==> config.mk <==
export PLATFORM = sky130hd
export DESIGN_NAME = tcw_ctrl
export DESIGN_NICKNAME = d
export VERILOG_FILES = /design/src/text_console_writer_assert.svh /design/src/tcw_pkg.sv /design/src/tcw_ctrl.sv
export SDC_FILE = /design/constraint.sdc
export NUM_CORES = 1
export LEC_CHECK = 0
export ABC_AREA = 1
export BUFFER_PORTS_ARGS = -buffer_cell sky130_fd_sc_hd__buf_2
export CAP_MARGIN = 0
export CORE_MARGIN = 8
export CORE_UTILIZATION = 61
export DETAILED_ROUTE_END_ITERATION = 10
export PLACE_DENSITY = 0.87
export SETUP_SLACK_MARGIN = 0.3
export SLEW_MARGIN = 0
export SYNTH_ARGS = -nofsm -noshare
export SYNTH_HDL_FRONTEND = slang
export SYNTH_SLANG_ARGS = --single-unit
export TNS_END_PERCENT = 30
==> constraint.sdc <==
create_clock -name aclk -period 7.9 [get_ports aclk]
set_input_delay 1.58 -clock aclk [delete_from_list [all_inputs] [get_ports aclk]]
set_output_delay 1.58 -clock aclk [all_outputs]
set_load 0.01 [all_outputs]
==> src/text_console_writer_assert.svh <==
// assertion macros for the text console writer
`ifndef TEXT_CONSOLE_WRITER_ASSERT_SVH
`define TEXT_CONSOLE_WRITER_ASSERT_SVH

`ifndef ASSERT_OFF
// property holds at every clock edge out of reset
`define TCW_ASSERT_HOLDS(lbl, clk, rstn, prop) \
    lbl: assert property (@(posedge clk) disable iff (!rstn) (prop)) \
        else $error("text console writer: assertion failed");
// implication into the next cycle
`define TCW_ASSERT_NEXT(lbl, clk, rstn, pre, post) \
    lbl: assert property (@(posedge clk) disable iff (!rstn) (pre) |=> (post)) \
        else $error("text console writer: assertion failed");
`else
`define TCW_ASSERT_HOLDS(lbl, clk, rstn, prop)
`define TCW_ASSERT_NEXT(lbl, clk, rstn, pre, post)
`endif

`endif

==> src/tcw_pkg.sv <==
`default_nettype none

package tcw_pkg;

    localparam int DEF_COLUMNS = 80;
    localparam int DEF_ROWS    = 25;

    localparam int POS_W  = 11;
    localparam int CELL_W = 16;

    localparam logic [7:0] CH_SPACE    = 8'h20;
    localparam logic [7:0] CH_NEWLINE  = 8'h0A;
    localparam logic [7:0] COLOR_RESET = 8'h0F;

    typedef enum logic [1:0] {
        FUNC_PUT   = 2'd0,
        FUNC_BS    = 2'd1,
        FUNC_CLEAR = 2'd2,
        FUNC_READ  = 2'd3
    } func_t;

    typedef enum logic [2:0] {
        ST_IDLE,
        ST_EXEC,
        ST_READ,
        ST_SCROLL,
        ST_FILL,
        ST_DONE
    } state_t;

    // finished result handed from the sequencer to the output register
    typedef struct packed {
        logic              valid;
        logic [POS_W-1:0]  pos;
        logic [CELL_W-1:0] data;
    } res_t;

endpackage

`default_nettype wire

==> src/tcw_ctrl.sv <==
`default_nettype none

module tcw_ctrl import tcw_pkg::*; #(
    parameter int COLUMNS = DEF_COLUMNS,
    parameter int ROWS    = DEF_ROWS
) (
    input  wire logic                                aclk,
    input  wire logic                                aresetn,
    input  wire logic                                in_valid,
    output logic                                     in_ready,
    input  wire logic [1:0]                          in_func,
    input  wire logic [7:0]                          in_char,
    input  wire logic [4:0]                          in_row,
    input  wire logic [6:0]                          in_col,
    input  wire logic [7:0]                          color,
    output res_t                                     res,
    input  wire logic                                res_taken,
    output logic                                     mem_we,
    output logic      [$clog2(ROWS*COLUMNS)-1:0]     mem_waddr,
    output logic      [CELL_W-1:0]                   mem_wdata,
    output logic      [$clog2(ROWS*COLUMNS)-1:0]     mem_raddr,
    input  wire logic [CELL_W-1:0]                   mem_rdata
);

    localparam int CELLS  = ROWS * COLUMNS;
    localparam int ADDR_W = $clog2(CELLS);
    localparam int COL_W  = $clog2(COLUMNS);
    localparam int ROW_W  = $clog2(ROWS);
    localparam int SUM_W  = (ADDR_W > POS_W) ? ADDR_W : POS_W;

    localparam logic [ADDR_W-1:0] LAST_CELL = ADDR_W'(CELLS - 1);
    localparam logic [ADDR_W-1:0] ROW_STEP  = ADDR_W'(COLUMNS);
    localparam logic [COL_W-1:0]  LAST_COL  = COL_W'(COLUMNS - 1);
    localparam logic [ROW_W-1:0]  LAST_ROW  = ROW_W'(ROWS - 1);

    state_t              state_reg, state_next;
    logic [ROW_W-1:0]    row_reg, row_next;
    logic [COL_W-1:0]    col_reg, col_next;
    logic [ADDR_W-1:0]   base_reg, base_next;
    logic                pend_reg, pend_next;

    func_t               func_reg, func_next;
    logic [7:0]          char_reg, char_next;
    logic [4:0]          rrow_reg, rrow_next;
    logic [6:0]          rcol_reg, rcol_next;
    logic [ADDR_W-1:0]   src_reg, src_next;
    logic [ADDR_W-1:0]   dst_reg, dst_next;
    logic [CELL_W-1:0]   data_reg, data_next;

    logic                accept;
    logic                adv_row;
    logic [COL_W-1:0]    col_sel;
    logic [ADDR_W-1:0]   cur_addr;
    logic [ADDR_W-1:0]   wr_addr;
    logic [ADDR_W-1:0]   rd_addr;
    logic                rd_in_range;
    logic [SUM_W-1:0]    pos_wide;
    logic [CELL_W-1:0]   blank_cell;
    logic [CELL_W-1:0]   char_cell;

    assign blank_cell = {color, CH_SPACE};
    assign char_cell  = {color, char_reg};

    assign cur_addr = base_reg + ADDR_W'(col_reg);
    // backspace writes one cell left of the cursor
    assign col_sel  = (func_reg == FUNC_BS) ? COL_W'(col_reg - 1'b1) : col_reg;
    assign wr_addr  = base_reg + ADDR_W'(col_sel);

    assign rd_in_range = (32'(rrow_reg) < 32'(ROWS)) && (32'(rcol_reg) < 32'(COLUMNS));
    assign rd_addr     = ADDR_W'(32'(rrow_reg) * 32'(COLUMNS) + 32'(rcol_reg));

    assign pos_wide = SUM_W'(cur_addr);

    assign in_ready = (state_reg == ST_IDLE) || ((state_reg == ST_DONE) && res_taken);
    assign accept   = in_valid && in_ready;

    always_comb begin
        state_next = state_reg;
        row_next   = row_reg;
        col_next   = col_reg;
        base_next  = base_reg;
        pend_next  = pend_reg;
        func_next  = func_reg;
        char_next  = char_reg;
        rrow_next  = rrow_reg;
        rcol_next  = rcol_reg;
        src_next   = src_reg;
        dst_next   = dst_reg;
        data_next  = data_reg;
        adv_row    = 1'b0;

        mem_we    = 1'b0;
        mem_waddr = dst_reg;
        mem_wdata = blank_cell;
        mem_raddr = src_reg;

        res.valid = 1'b0;
        res.pos   = pos_wide[POS_W-1:0];
        res.data  = data_reg;

        unique case (state_reg)
            ST_IDLE: begin
            end
            ST_EXEC: begin
                data_next  = '0;
                state_next = ST_DONE;
                unique case (func_reg)
                    FUNC_PUT: begin
                        if (char_reg == CH_NEWLINE) begin
                            adv_row = 1'b1;
                        end else begin
                            mem_we    = 1'b1;
                            mem_waddr = wr_addr;
                            mem_wdata = char_cell;
                            if (col_reg == LAST_COL) begin
                                adv_row = 1'b1;
                            end else begin
                                col_next = col_reg + 1'b1;
                            end
                        end
                    end
                    FUNC_BS: begin
                        if (col_reg != '0) begin
                            col_next  = col_sel;
                            mem_we    = 1'b1;
                            mem_waddr = wr_addr;
                            mem_wdata = blank_cell;
                        end
                    end
                    FUNC_CLEAR: begin
                        row_next   = '0;
                        col_next   = '0;
                        base_next  = '0;
                        dst_next   = '0;
                        pend_next  = 1'b0;
                        state_next = ST_FILL;
                    end
                    FUNC_READ: begin
                        if (rd_in_range) begin
                            mem_raddr  = rd_addr;
                            state_next = ST_READ;
                        end
                    end
                    default: begin
                    end
                endcase
                if (adv_row) begin
                    col_next = '0;
                    if (row_reg == LAST_ROW) begin
                        // scroll: copy rows up one, then blank the bottom row
                        src_next   = ROW_STEP;
                        dst_next   = '0;
                        pend_next  = 1'b0;
                        state_next = ST_SCROLL;
                    end else begin
                        row_next  = row_reg + 1'b1;
                        base_next = base_reg + ROW_STEP;
                    end
                end
            end
            ST_READ: begin
                data_next  = mem_rdata;
                state_next = ST_DONE;
            end
            ST_SCROLL: begin
                mem_raddr = src_reg;
                pend_next = 1'b1;
                if (pend_reg) begin
                    mem_we    = 1'b1;
                    mem_waddr = dst_reg;
                    mem_wdata = mem_rdata;
                    dst_next  = dst_reg + 1'b1;
                end
                src_next = src_reg + 1'b1;
                if (src_reg == LAST_CELL) begin
                    state_next = ST_FILL;
                end
            end
            ST_FILL: begin
                // a pending copy from the scroll drains first, then blanks
                mem_we    = 1'b1;
                mem_waddr = dst_reg;
                mem_wdata = pend_reg ? mem_rdata : blank_cell;
                pend_next = 1'b0;
                dst_next  = dst_reg + 1'b1;
                if (dst_reg == LAST_CELL) begin
                    state_next = ST_DONE;
                end
            end
            ST_DONE: begin
                res.valid = 1'b1;
                if (res_taken) begin
                    state_next = ST_IDLE;
                end
            end
            default: begin
                state_next = ST_IDLE;
            end
        endcase

        if (accept) begin
            func_next  = func_t'(in_func);
            char_next  = in_char;
            rrow_next  = in_row;
            rcol_next  = in_col;
            state_next = ST_EXEC;
        end
    end

    always_ff @(posedge aclk) begin
        if (!aresetn) begin
            state_reg <= ST_IDLE;
            row_reg   <= '0;
            col_reg   <= '0;
            base_reg  <= '0;
            pend_reg  <= 1'b0;
        end else begin
            state_reg <= state_next;
            row_reg   <= row_next;
            col_reg   <= col_next;
            base_reg  <= base_next;
            pend_reg  <= pend_next;
        end
    end

    always_ff @(posedge aclk) begin
        func_reg <= func_next;
        char_reg <= char_next;
        rrow_reg <= rrow_next;
        rcol_reg <= rcol_next;
        src_reg  <= src_next;
        dst_reg  <= dst_next;
        data_reg <= data_next;
    end

endmodule

`default_nettype wire

# Word-level counts from Yosys, hierarchy flattened

Index checks and enable logic that the tools add are counted.

Reduce and logical (&&, ||, !) cells: 18
Add/sub/neg operators: 9
Multipliers: 1
Magnitude comparators: 2
Bitwise logic cells: 2
Muxes and demuxes: 55
Equality and inequality tests: 26

Operators by type and width:

| kind                                               | count |
|---|---|
| two-way mux 11 bit                                 | 15 |
| one-hot mux 16 bit (2 select lines)                | 2 |
| one-hot mux 11 bit (2 select lines)                | 2 |
| two-way mux 7 bit                                  | 5 |
| adder 11 x 7 -> 11 bit                             | 3 |
| one-hot mux 11 bit (3 select lines)                | 1 |
| adder 11 x 1 -> 11 bit (second input constant)     | 2 |
| == test 11 bit (second input constant)             | 2 |
| one-hot mux 7 bit (3 select lines)                 | 1 |
| two-way mux 3 bit                                  | 6 |
| one-hot mux 3 bit (6 select lines)                 | 1 |
| two-way mux 16 bit                                 | 1 |
| two-way mux 8 bit                                  | 2 |
| two-way mux 5 bit                                  | 3 |
| inequality test 3 bit (second input constant)      | 5 |
| inequality test 2 bit (second input constant)      | 7 |
| two-way mux 1 bit                                  | 12 |
| adder 11 x 7 -> 11 bit (second input constant)     | 1 |
| == test 8 x 4 -> 1 bit (second input constant)     | 1 |
| AND reduction 4 bit                                | 2 |
| adder 7 x 1 -> 7 bit (second input constant)       | 1 |
| == test 7 bit (second input constant)              | 1 |
| less-than comparator 7 bit (second input constant) | 1 |
| multiplier 5 x 3 -> 7 bit (second input constant)  | 1 |
| other kinds (26)                                   | 35 |

Bits in registers: 87
Input port bits: 50

# Depth between registers and ports, before layout

Gate-level depths: netlist (run 1).

Depth after elaboration: 8
Gate-level depth with buffers: 17
Depth with buffers taken out: 16

# Least setup slack after synthesis (run 1)

Ideal clock, no wire load.

Path type: reg-to-output
From: register func_reg[1]
To: output mem_waddr[10]
Buffers on the path: 1
Arrival: 2.296 ns
Stages on the path, launching flop included: 17
Slack: 4.024 ns
Required time: 6.320 ns
Cell sequence: edfxtp_1 inv_1 ha_1 buf_2 nand2_1 nor3_1 nand2_1 nand2_1 nand2_1 ha_1 nand2_1 inv_1 a22oi_1 nand2_1 nand3_1 nand2_1 o21ai_1

Longest elaborated chain between the ends: 6
Elaborated cells on any way between the ends: 8
Those cells by class: add/sub (1); eq/ne (1); mux (5); reduce/logical (1)

RTL lines:

| what                                         | RTL line                         | RTL |
|---|---|---|
| start: declaration                           | tcw_ctrl.sv:42                   | `func_t func_reg, func_next;` |
| start signal: assignment                     | tcw_ctrl.sv:227                  | `func_reg <= func_next;` |
| == test 2 x 1 -> 1 bit                       | tcw_ctrl.sv:66, tcw_ctrl.sv:107  |  |
| two-way mux 7 bit                            | tcw_ctrl.sv:66                   | `assign col_sel = (func_reg == FUNC_BS) ? COL_W'(col_reg - 1'b1) : col_reg;` |
| adder 11 x 7 -> 11 bit                       | tcw_ctrl.sv:67                   | `assign wr_addr = base_reg + ADDR_W'(col_sel);` |
| two-way mux 11 bit, on equally long branches | tcw_ctrl.sv:123, tcw_ctrl.sv:109 |  |
| one-hot mux 11 bit (2 select lines) *        | tcw_ctrl.sv:107                  | `unique case (func_reg)` |
| two-way mux 11 bit *                         | -                                |  |
| end: declaration                             | tcw_ctrl.sv:19                   | `output logic [$clog2(ROWS*COLUMNS)-1:0] mem_waddr,` |

Mark *: on every way between the ends. The rest lies on a longest branch, timed or not.

# Worst setup path in the final report (run 1)

Ends and elaborated chain as after synthesis.

==> results of run 1 <==
[logic make-up (layout without fill, tap and decap cells)]
| group | after synthesis | count (layout) | share of synthesized area [%] |
|---|---|---|---|
| AO/OA/AOI/OAI | 151 | 151 | 14.3 |
| XOR/XNOR | 28 | 28 | 4.13 |
| buffers and inverters | 139 | 256 | 9.11 |
| AND/OR/NAND/NOR | 327 | 327 | 24.3 |
| adder cells (fa/ha/maj) | 39 | 39 | 8.73 |
| flip-flops | 87 | 87 | 39.5 |
[critical path, delay by kind of cell, from the launching register on]
kind	cells	cell delay, ps
flip-flops	1	430
AND/OR/NAND/NOR	9	980
buffers and inverters	3	290
adder cells (fa/ha/maj)	2	750
AO/OA/AOI/OAI	2	270
[final cells by class]
type	instances	area (sq um)	share of cell area, %
inverters	123	464	6.81
repair buffers	117	586	8.59
clock inverters	5	81.3	1.19
flip-flops and latches	87	2340	34.3
multi-input cells	545	3050	44.7
clock buffers	11	131	1.93
well taps	133	166	2.44
[layer usage]
layer / vias to the layer above / share of wire, % / track usage (%)
met1: 2475 / 43 / 28.1
met5: - / 0 / 0
li1: 2766 / - / -
met4: 0 / 2.0 / 7.54
met2: 229 / 47 / 39.8
met3: 36 / 7.9 / 4.32
[power breakdown]
| group | leakage, uW | total, uW | switching [uW] | internal [uW] |
|---|---|---|---|---|
| clock network | 0.000104 | 343 | 164 | 179 |
| logic | 0.00242 | 894 | 586 | 308 |
| registers | 0.000781 | 716 | 78.0 | 638 |
[placed cells by master (no fill, tap or decap), drive strengths merged, types with 2 or more instances in the layout]
cell type    n
nand4        4
bufinv       2
o21ai       61
nand3b       2
nor3         8
fa           4
nand2      175
dfxtp       27
xnor2        9
inv        122
o22ai       15
a21oi       54
edfxtp      60
clkbuf      11
o31ai        2
clkinv       3
nand3       45
a21o         2
and2         2
a31oi        9
nor2        85
or2          4
buf        117
xor2        19
ha          35
o21bai       3
[stage by stage]
stage	utilization [%]	instances	total power (uW)	worst slack, ps	hold WS [ps]
after CTS	71.1	1021	1940	3260	473
final	71.1	1021	1950	3240	473
after detailed placement	68.9	1005	1600	3650	459
after floorplan	-	771	1340	4020	430
after global routing	71.1	1021	2080	2960	504
after global placement	68.9	1005	1580	3760	449
[how the worst max path moves through the flow]
| stage | startpoint | end | slack (ps) | cells past startpoint |
|---|---|---|---|---|
| global placement | func_reg[1] | mem_waddr[10] | 3760 | 16 |
| global route | func_reg[1] | mem_waddr[9] | 2960 | 17 |
| detailed placement | func_reg[1] | mem_waddr[10] | 3650 | 16 |
| finish | func_reg[1] | mem_waddr[10] | 3240 | 16 |
| CTS | func_reg[1] | mem_waddr[9] | 3260 | 17 |
| floorplan | func_reg[1] | mem_waddr[10] | 4020 | 16 |
==> summary.txt, run 1 <==
Outcome
  – Run status: complete, no violations

Floorplanning
  – Site Rows: 36
  – Initial Util: 61.8%
  – Die height: 115 microns
  – Core area: 9590 sq um
  – # IOs: 118
  – Die width: 115 microns
  – Die Area: 13,100 sq um

Layout
  – NumNets Final: 972
  – Area delta synth->final: 15.0%
  – Filler instances: 797
  – Design area: 6820 sq um
  – Max reg flops: 16
  – Ratio of cells with drive above 1 in the final layout: 19.4%
  – Diode count: 0

Yosys
  – Synth cell types: 47
  – Synth area leaders: edfxtp_1 30%, nand2_1 11%, dfxtp_1 9.1%, ha_1 7.4%, inv_1 6.6%
  – Area share of the largest cell type after synthesis: 30.4%
  – Avg Inst Size Synth: 7.69 sq um
  – Number of synthesized flops with an enable pin: 60
  – Mapped Cells: 771
  – Register area share after synthesis: 39.5%
  – Mapped Area: 5930 sq um
  – Synthesis Warnings: 0
  – Commonest cells post-synth: 168 x nand2_1, 105 x inv_1, 76 x nor2_1
  – Syn Nets: 860
  – Register bit total from synthesis: 87
  – Dominant synthesized flop cell: edfxtp_1
  – Most frequent cell after synthesis: nand2_1
  – Area leader, netlist: edfxtp_1
  – Asr flop ratio synth: 0%

Power and ir drop
  – Peak supply drop: 0.139 mV
  – Pwr dens: 286 nW/um^2
  – Leak: 0.00330 uW

STA
  – RSZ-0062 raised after global routing: false
  – Final-report setup violation count: 0
  – Final TNS setup: 0 ps
  – Fraction of the cycle the final worst path needs: 58.9%
  – Max-slew headroom: 40.1%
  – Worst Skew: 8.37 ps
  – Tmin final: 4660 ps
  – Final Hold Viols: 0
  – Fmax: 215 MHz
  – Worst-Margin Slew: 897 ps
  – Slew Viols, Final: 0

Critical path
  – CP required: 6320 ps
  – CP Cell Sequence: inv_1 > ha_1 > nand2_1 > nor3_1 > nand2_1 > nand2_1 > nand2_1 > ha_1 > nand2_1 > inv_1 > a22oi_1 > nand2_1 > nand3_1 > nand2_1 > o21ai_1 > buf_2
  – Max incr delay on CP: 430 ps
  – FF-to-FF path depth: 4
  – R2R setup slack: 5620 ps
  – R2R Path End: data_reg[0]
  – Crit path max fanout: 11
  – Worst path most repeated cell: nand2_1
  – Crit path arrival time: 3080 ps
  – Crit path kind: flop to output pin
  – FF-to-FF Start: state_reg[1]
  – Critical Path Start Type: flop
  – Critical path endpoint category: output pin
  – Crit-path slowest cell: edfxtp_1

Clock tree
  – Root Buffer: clkbuf_8
  – H-tree lvl count: 3
  – TritonCTS Buffers: 9
  – Clock Tree Buf Depth: 2
  – CTS tree: yes
  – Clock sinks: 87
  – Clk Latency, worst-skew pair: 360 ps
  – CTS Hold Bufs: 0
  – Reg clk slew, reported paths: 80 ps
  – Setup Fix Bufs, Post-CTS: 0
  – Cts repair resizes: 0

Detailed routing
  – Vias after detailed routing: 5,506
  – First DRT Iteration DRCs: 582
  – Routed WL: 15,100 microns
  – Drc violations: 0
  – Antenna-violating nets left: 0
  – First-pass DRT Iterations: 5
  – Routed WL per cell: 14.8 microns
  – Avg Vias per Cell: 5.39

Global routing
  – Gr usage total: 23.0%
  – Gr ovfl total: 0
  – Number of global-route vias before repair: 5,112
  – First-pass GRT wire length: 24,400 microns
  – Largest net degree at the start of global routing: 27
  – Initial antenna violation count: 0

Worst hold path
  – HP Class: flop to flop
  – Worst Hold End: base_reg[3]
  – Hold Crit Start: base_reg[3]
  – Hold depth: 2

Place
  – IO Port Bufs: 117
  – Routability cong.: 0.954
  – Post-detail-place hpwl: 11,700 microns
  – Placed standard-cell area: 6610 sq um

Run
  – MaxCap Viol Count: 0
No activity file was read; power rests on OpenSTA's default activity.
==> inputs of run 2 (changes only) <==
--- a/config.mk
+++ b/config.mk
@@ -9,9 +9,9 @@
 export BUFFER_PORTS_ARGS = -buffer_cell sky130_fd_sc_hd__buf_2
 export CAP_MARGIN = 0
 export CORE_MARGIN = 8
-export CORE_UTILIZATION = 61
+export CORE_UTILIZATION = 51
 export DETAILED_ROUTE_END_ITERATION = 10
-export PLACE_DENSITY = 0.87
+export PLACE_DENSITY = 0.78
 export SETUP_SLACK_MARGIN = 0.3
 export SLEW_MARGIN = 0
 export SYNTH_ARGS = -nofsm -noshare
==> constraint.sdc (replaced) <==
create_clock -name aclk -period 4 [get_ports aclk]
set_input_delay 0.8 -clock aclk [delete_from_list [all_inputs] [get_ports aclk]]
set_output_delay 0.8 -clock aclk [all_outputs]
set_load 0.01 [all_outputs]
==> run 2 against run 1 <==
- combinational power rose by 100%
- setup slack got worse by 2800 ps
- via count about the same
- flip-flop and latch count did not move
- die area rose by 17%
- count of clock-buffer cells in the layout up 2
- global-route usage fell by 3.1 points
- clock power grew to 2.5 times the previous value
- final cell count grew 1.5%
==> summary.txt, run 2 (synthesis results as in run 1) <==
Outcome
  – Run status: complete, no violations

Floorplanning
  – Die width: 124 microns
  – # IOs: 118
  – Initial Util: 52.2%
  – Core area: 11,400 sq um
  – Die height: 124 microns
  – Die Area: 15,300 sq um
  – Site Rows: 39

Detailed routing
  – Routed WL: 15,700 microns
  – Vias after detailed routing: 5,504
  – Avg Vias per Cell: 5.31
  – Antenna-violating nets left: 0
  – First-pass DRT Iterations: 5
  – Drc violations: 0
  – Routed WL per cell: 15.1 microns
  – First DRT Iteration DRCs: 429

STA
  – Worst Skew: 8.47 ps
  – Fraction of the cycle the final worst path needs: 88.5%
  – RSZ-0062 raised after global routing: true
  – Worst Hold Slack: 474 ps
  – Final TNS setup: 0 ps
  – Final-report setup violation count: 0
  – Final Hold Viols: 0
  – Slew Viols, Final: 0
  – Tmin final: 3540 ps
  – Worst-Margin Slew: 954 ps
  – Max-slew headroom: 36.3%
  – Fmax: 282 MHz

Critical path
  – Crit path arrival time: 2740 ps
  – CP required: 3200 ps
  – Critical path endpoint category: output pin
  – Crit path max fanout: 6
  – Crit path kind: flop to output pin
  – Critical Path Start Type: flop

Global routing
  – Initial antenna violation count: 0
  – First-pass GRT wire length: 24,200 microns
  – Gr ovfl total: 0
  – Gr usage total: 19.9%
  – Number of global-route vias before repair: 4,994
  – Largest net degree at the start of global routing: 27

Clock tree
  – Clock sinks: 87
  – TritonCTS Buffers: 9
  – CTS tree: yes
  – CTS Hold Bufs: 0
  – Root Buffer: clkbuf_16
  – H-tree lvl count: 3
  – Clock Tree Buf Depth: 2
  – Reg clk slew, reported paths: 70 ps
  – Clk Latency, worst-skew pair: 350 ps

Layout
  – Filler instances: 1,041
  – Ratio of cells with drive above 1 in the final layout: 20.9%
  – Final non-filler cell total: 1,036
  – NumNets Final: 977
  – Area delta synth->final: 17.9%
  – Max reg flops: 16
  – Highest-count cells in the layout ignoring fill and taps: 168 x nand2_1, 118 x buf_2, 102 x inv_1, 76 x nor2_1, 60 x edfxtp_1
  – Commonest non-fill, non-tap cell in the layout: nand2_1
  – Diode count: 0

Worst hold path
  – HP Class: flop to flop

Place
  – Post-detail-place hpwl: 11,900 microns
  – Routability cong.: 0.911
  – IO Port Bufs: 117
  – DP Cell Count: 1,015

Run
  – MaxCap Viol Count: 0

Power and ir drop
  – NetSw: 1670 uW
  – Sequential share of power: 34.8%
  – Clock network fraction of total power: 21.3%
  – Combinational group share of total power: 43.9%
  – Pwr dens: 584 nW/um^2
  – Sw Ratio: 40.9%
  – Design Power: 4090 uW
  – Leak: 0.00337 uW
  – Peak supply drop: 0.392 mV
  – Internal: 2410 uW
[run 2: worst paths after layout]
kind,start,end,slack [ps],depth (start not counted)
hold reg to reg,base_reg[2],base_reg[2],470,2
setup reg to reg,state_reg[1],data_reg[4],1750,4
hold / removal,base_reg[2],base_reg[2],470,2
setup / recovery,func_reg[1],mem_waddr[9],460,15
[run 2: power by group through the flow]
stage | combinational, uW | sequential (uW) | clock (uW)
floorplan | 1230 | 1420 | 0
finish | 1790 | 1420 | 870
CTS | 1760 | 1410 | 883
global placement | 1710 | 1420 | 0
global route | 2000 | 1450 | 908
detailed placement | 1740 | 1430 | 0
[run 2: timing repair]
action,4_1_cts,5_1_grt
endpoints found under the hold margin,0,0
pin swaps,0,2
gates resized for setup,2,10
buffers inserted,0,5
cloned,0,0
setup endpoints to repair,7,8
[run 2: critical path, stage by stage (launching register included)]
cell and delay, ps:
edfxtp_1 430, inv_2 110, ha_4 170, nand2_1 100, nor3_2 220, xor2_1 230
ha_1 310, nand2_1 80, nand2_1 60, a21oi_1 170, nand2_1 100, nand2_1 100
nand2_1 50, nand2_1 70, o22ai_1 60, buf_2 140
[run 2: layout make-up]
class / instances / area [sq um] / share of cell area, %
clock buffer: 13 / 260 / 3.72
clock inverter: 3 / 42.5 / 0.608
inverter: 123 / 464 / 6.64
multi-input combinational: 545 / 3080 / 44.1
sequential: 87 / 2350 / 33.5
tap: 143 / 179 / 2.56
timing repair buffer: 122 / 621 / 8.87
[run 2: routing by layer]
metal	GRT usage, %	share of wire [%]	vias up
li1	-	-	2775
met4	5.79	1.2	0
met2	34.8	48	201
met5	0	0	-
met1	24.1	42	2508
met3	4.31	9.0	20
[run 2: per-stage QoR]
stage	util (%)	setup slack (ps)	cell area [sq um]
floorplan	-	904	5930
global placement	58.2	638	6620
detailed placement	58.2	507	6620
CTS	61.0	326	6930
global route	61.5	237	6990
finish	61.5	460	6990
